$ cat config.mk
export PLATFORM = sky130hd
export DESIGN_NAME = rmq_isqrt
export DESIGN_NICKNAME = d
export VERILOG_FILES = /design/src/sv/rmq_pkg.sv /design/src/sv/rmq_isqrt.sv
export SDC_FILE = /design/constraint.sdc
export NUM_CORES = 1
export LEC_CHECK = 0
export ABC_AREA = 1
export BUFFER_PORTS_ARGS = -buffer_cell sky130_fd_sc_hd__buf_2
export CORE_MARGIN = 4
export CORE_UTILIZATION = 50
export DETAILED_ROUTE_END_ITERATION = 10
export GPL_TIMING_DRIVEN = 1
export PLACE_DENSITY = 0.66
export SKIP_LAST_GASP = 1
export SLEW_MARGIN = 25
export SYNTH_ARGS = -nofsm -noshare
export SYNTH_HDL_FRONTEND = slang
export SYNTH_SLANG_ARGS = --single-unit
export TNS_END_PERCENT = 1
$ cat constraint.sdc
create_clock -name i_clk -period 4.4 [get_ports i_clk]
set_clock_uncertainty 0.15 [all_clocks]
set_input_delay 0.88 -clock i_clk [delete_from_list [all_inputs] [get_ports i_clk]]
set_output_delay 0.88 -clock i_clk [all_outputs]
set_load 0.02 [all_outputs]
$ cat src/sv/rmq_pkg.sv
// ----------------------------------------------------------------------------
// rmq_pkg
// shared types and branch codes for the matrix to quaternion pipeline
// ----------------------------------------------------------------------------
package rmq_pkg;

    // branch codes reported on the result word
    localparam logic [1:0] CASE_TRACE = 2'd0;
    localparam logic [1:0] CASE_M00   = 2'd1;
    localparam logic [1:0] CASE_M11   = 2'd2;
    localparam logic [1:0] CASE_M22   = 2'd3;

    // pipeline advance and word-valid into a stage chain
    typedef struct packed {
        logic en;
        logic valid;
    } t_stage_ctl;

endpackage

$ cat src/sv/rmq_isqrt.sv
// ----------------------------------------------------------------------------
// rmq_isqrt
// pipelined integer square root, one root bit per register stage
// ----------------------------------------------------------------------------
module rmq_isqrt #(
    parameter int RAD_W = 32,
    parameter int SB_W  = 1
) (
    input  logic                    i_clk,
    input  logic                    i_rst_n,
    input  rmq_pkg::t_stage_ctl     i_ctl,
    input  logic [RAD_W-1:0]        i_rad,
    input  logic [SB_W-1:0]         i_sb,
    output logic                    o_valid,
    output logic [RAD_W/2-1:0]      o_root,
    output logic [SB_W-1:0]         o_sb
);
    localparam int RW = RAD_W / 2;

    logic             r_valid [1:RW];
    logic [RW+1:0]    r_rem   [1:RW];
    logic [RW-1:0]    r_root  [1:RW];
    logic [RAD_W-1:0] r_rad   [1:RW];
    logic [SB_W-1:0]  r_sb    [1:RW];

    for (genvar j = 0; j < RW; j++) begin : g_st
        logic             v_in;
        logic [RW+1:0]    rem_in;
        logic [RW-1:0]    root_in;
        logic [RAD_W-1:0] rad_in;
        logic [SB_W-1:0]  sb_in;
        logic [RW+1:0]    rem2;
        logic [RW+1:0]    trial;
        logic             ge;
        logic [RW+1:0]    n_rem;
        logic [RW-1:0]    n_root;

        if (j == 0) begin : g_first
            assign v_in    = i_ctl.valid;
            assign rem_in  = '0;
            assign root_in = '0;
            assign rad_in  = i_rad;
            assign sb_in   = i_sb;
        end else begin : g_next
            assign v_in    = r_valid[j];
            assign rem_in  = r_rem[j];
            assign root_in = r_root[j];
            assign rad_in  = r_rad[j];
            assign sb_in   = r_sb[j];
        end

        // bring down the next radicand bit pair and try root*4+1
        assign rem2   = {rem_in[RW-1:0], rad_in[RAD_W-1 -: 2]};
        assign trial  = {root_in, 2'b01};
        assign ge     = (rem2 >= trial);
        assign n_rem  = ge ? (rem2 - trial) : rem2;
        assign n_root = {root_in[RW-2:0], ge};

        always_ff @(posedge i_clk) begin
            if (!i_rst_n) begin
                r_valid[j+1] <= 1'b0;
            end else if (i_ctl.en) begin
                r_valid[j+1] <= v_in;
            end
        end

        always_ff @(posedge i_clk) begin
            if (i_ctl.en) begin
                r_rem[j+1]  <= n_rem;
                r_root[j+1] <= n_root;
                r_rad[j+1]  <= {rad_in[RAD_W-3:0], 2'b00};
                r_sb[j+1]   <= sb_in;
            end
        end
    end

    assign o_valid = r_valid[RW];
    assign o_root  = r_root[RW];
    assign o_sb    = r_sb[RW];

endmodule

==> results.json <==
{
  "status": "completed",
  "grt_pass1_wl_um": 103000,
  "areaGrowthSynthToFinish_pct": 10.6,
  "finalSetupTns_ns": 0,
  "core.rowCount": 93,
  "antenna_left": 0,
  "cp_max_fo": 18,
  "avgViaCountPerCell": 4.95,
  "pre_cts_slack_ns": 1.80,
  "synth-seq-cells": 632,
  "cts_tree": "built",
  "grtUsageTotal_pct": 18.1,
  "wl_per_cell_um": 14.4,
  "diodes": 0,
  "finalNetCount": 3667,
  "cp.required_ns": 4.62,
  "peakVddDrop_mv": 0.345,
  "syn_area_per_cell_sq_um": 9.62,
  "drive_gt1_share_pct": 7.31,
  "holdBufCountCts": 0,
  "hold_start": "r_rad[0][172]",
  "cts.sinks": 632,
  "firstDrtPassIters": 6,
  "io_pins": 55,
  "setup_viol": 0,
  "dp_hpwl_um": 46300,
  "rrSetupSlack_ns": 1.90,
  "r2r-end": "r_rem[0][282]",
  "ctsResizeCount": 0,
  "synth_top_area_cell": "edfxtp_1",
  "fp.coreArea_sq_mm": 0.0642,
  "fin_util_pct": 55.7,
  "ctsHtreeMaxLevel": 3,
  "ys_top_cells_by_area": "edfxtp_1 59%, nand2_1 12%, inv_1 7.0%",
  "syn_area_sq_mm": 0.0324,
  "start_util_pct": 50.4,
  "pwr_density_cell_mw_per_mm2": 450,
  "drv_slew": 0,
  "die-height_um": 262,
  "setup_ws_ns": 1.90,
  "criticalPathCategory": "flip-flop to flip-flop",
  "ys_seq_area_share_pct": 58.6,
  "whs_path_depth": 0,
  "hold_class": "flip-flop to flip-flop",
  "worst_pin_slew_ns": 0.729,
  "instances_no_fill": 4382,
  "cts.path.max_buffers": 3,
  "grt_pass1_vias": 20395,
  "cts_buffers": 69,
  "ys_warn_count": 0,
  "portBuffers": 54,
  "antenna_found_initial": 0,
  "clkTransAtPathRegs_ns": 0.06,
  "critPathCaptureType": "flip-flop",
  "rsz0062_at_grt": "false",
  "ys_types": 48,
  "grt_max_degree": 117,
  "fmax_mhz": 399,
  "reg2regPathDepth": 8,
  "dieArea_sq_mm": 0.0689,
  "cts_root_buf": "clkbuf_16",
  "leakagePower_nw": 16.3,
  "cts_setup_buffers": 0,
  "cap_viol_max_count": 0,
  "routed_wl_um": 63100,
  "finalHoldViolCount": 0,
  "async_flop_share_pct": 0,
  "via_count": 21672,
  "drtIter0Drc": 1625,
  "slew_headroom_pct": 51.4,
  "arrival_ns": 2.72,
  "synth_top_area_share_pct": 58.6,
  "synthFlopType": "edfxtp_1",
  "finalPower_mw": 16.1,
  "remaining_drc_errors": 0,
  "min_period_ns": 2.50,
  "postSynthCellCount": 3365,
  "grt-ovfl-total": 0,
  "cp-start-kind": "flip-flop",
  "synth_edf_count": 632,
  "worstHoldEndpoint": "r_rad[0][204]",
  "clk_latency_ns": 0.61,
  "place.gp.congestion": 0.900,
  "die_x_um": 262,
  "syn-num-nets": 3554,
  "dp_cells": 4262,
  "period_share_pct": 56.9,
  "r2r_start": "r_rem[0][265]"
}
==> flip-flops by register name, indices dropped and copies added, names as in the netlist <==
name,count
r_valid,16
r_rem,224
r_root,136
r_rad,240
r_sb,16
==> placed cells by master, fill, tap and decap left out, types with 8 or more instances in the layout <==
cell / n
nand2_2: 23
clkinv_1: 14
nor3_1: 33
nand3b_1: 22
nor2_2: 14
clkbuf_1: 17
edfxtp_1: 632
ha_1: 152
a21oi_1: 92
inv_1: 602
a21oi_2: 18
nand4_1: 49
xnor2_1: 23
inv_2: 9
xor2_1: 59
buf_2: 53
nand2_1: 1061
nand3_2: 8
clkbuf_16: 69
o21ai_1: 10
nor2_4: 8
nand3_1: 195
nand2_4: 9
o21ai_0: 50
nor2_1: 220
and2_1: 9
==> cell families (layout without fill, tap and decap cells) <==
family | Yosys count | after routing | share of synthesized area (%)
other cells | 1 | 1 | 0.0116
simple gates | 1669 | 1669 | 22.0
compound gates | 191 | 191 | 3.42
buf+inv | 638 | 800 | 7.87
fa+ha+maj | 152 | 152 | 5.88
flops | 632 | 632 | 58.6
xor+xnor | 82 | 82 | 2.22
==> per-stage QoR <==
| step | hold slack (ns) | area (sq um) |
|---|---|---|
| 4_1_cts | 0.241 | 35800 |
| 2_1_floorplan | 0.250 | 32400 |
| 6_report | 0.254 | 35800 |
| 3_3_place_gp | 0.251 | 33600 |
| 5_1_grt | 0.251 | 35800 |
| 3_5_place_dp | 0.255 | 33600 |
==> per-layer routing <==
layer  global-route usage, %  wire length [um]
met1                    26.5             30200
met2                    28.3             28500
met3                    2.62              3090
met4                    5.18              1350
met5                       0                 0
==> synthesized netlist by cell type (23+ instances only) <==
cell,n
ha_1,152
xor2_1,59
nand2_1,1061
a21oi_1,92
inv_1,602
nand4_1,49
nand3_1,195
nor3_1,33
nand2_2,23
edfxtp_1,632
xnor2_1,23
o21ai_0,50
nor2_1,220
==> worst max-delay path, cell delays in order (launching register included) <==
cell,delay (ns)
edfxtp_1,0.39
ha_1,0.38
nand2_1,0.08
nor3b_1,0.27
o21ai_2,0.12
nor2_4,0.40
nand2_4,0.25
nand3_1,0.14
nand2_1,0.07
==> report_power, final <==
group / total [mW] / internal, mW / switching [mW]
registers: 7.73 / 7.40 / 0.329
clock network: 5.52 / 3.17 / 2.35
logic: 2.88 / 0.993 / 1.88
==> final cells by class <==
| cell class | count | area (sq um) |
|---|---|---|
| Clock buffer | 86 | 1790 |
| Clock inverter | 34 | 377 |
| Fill cell | 5563 | 28400 |
| Inverter | 614 | 2310 |
| Multi-Input combinational cell | 2095 | 10800 |
| Sequential cell | 632 | 19000 |
| Tap cell | 855 | 1070 |
| Timing Repair Buffer | 66 | 433 |
==> how the worst max path moves through the flow <==
stage,startpoint,cells after the start,endpoint,slack [ns]
finish,r_rem[0][265],8,r_rem[0][282],1.90
global route,r_rem[0][93],7,r_rem[0][121],1.76
CTS,r_rem[0][265],8,r_rem[0][282],1.94
detailed placement,i_ctl[1],2,r_sb[0][16],1.80
global placement,i_ctl[1],3,r_valid[0][9],1.82
floorplan,r_rem[0][131],8,r_rem[0][153],2.40
Power figures use the tool's default switching activity.
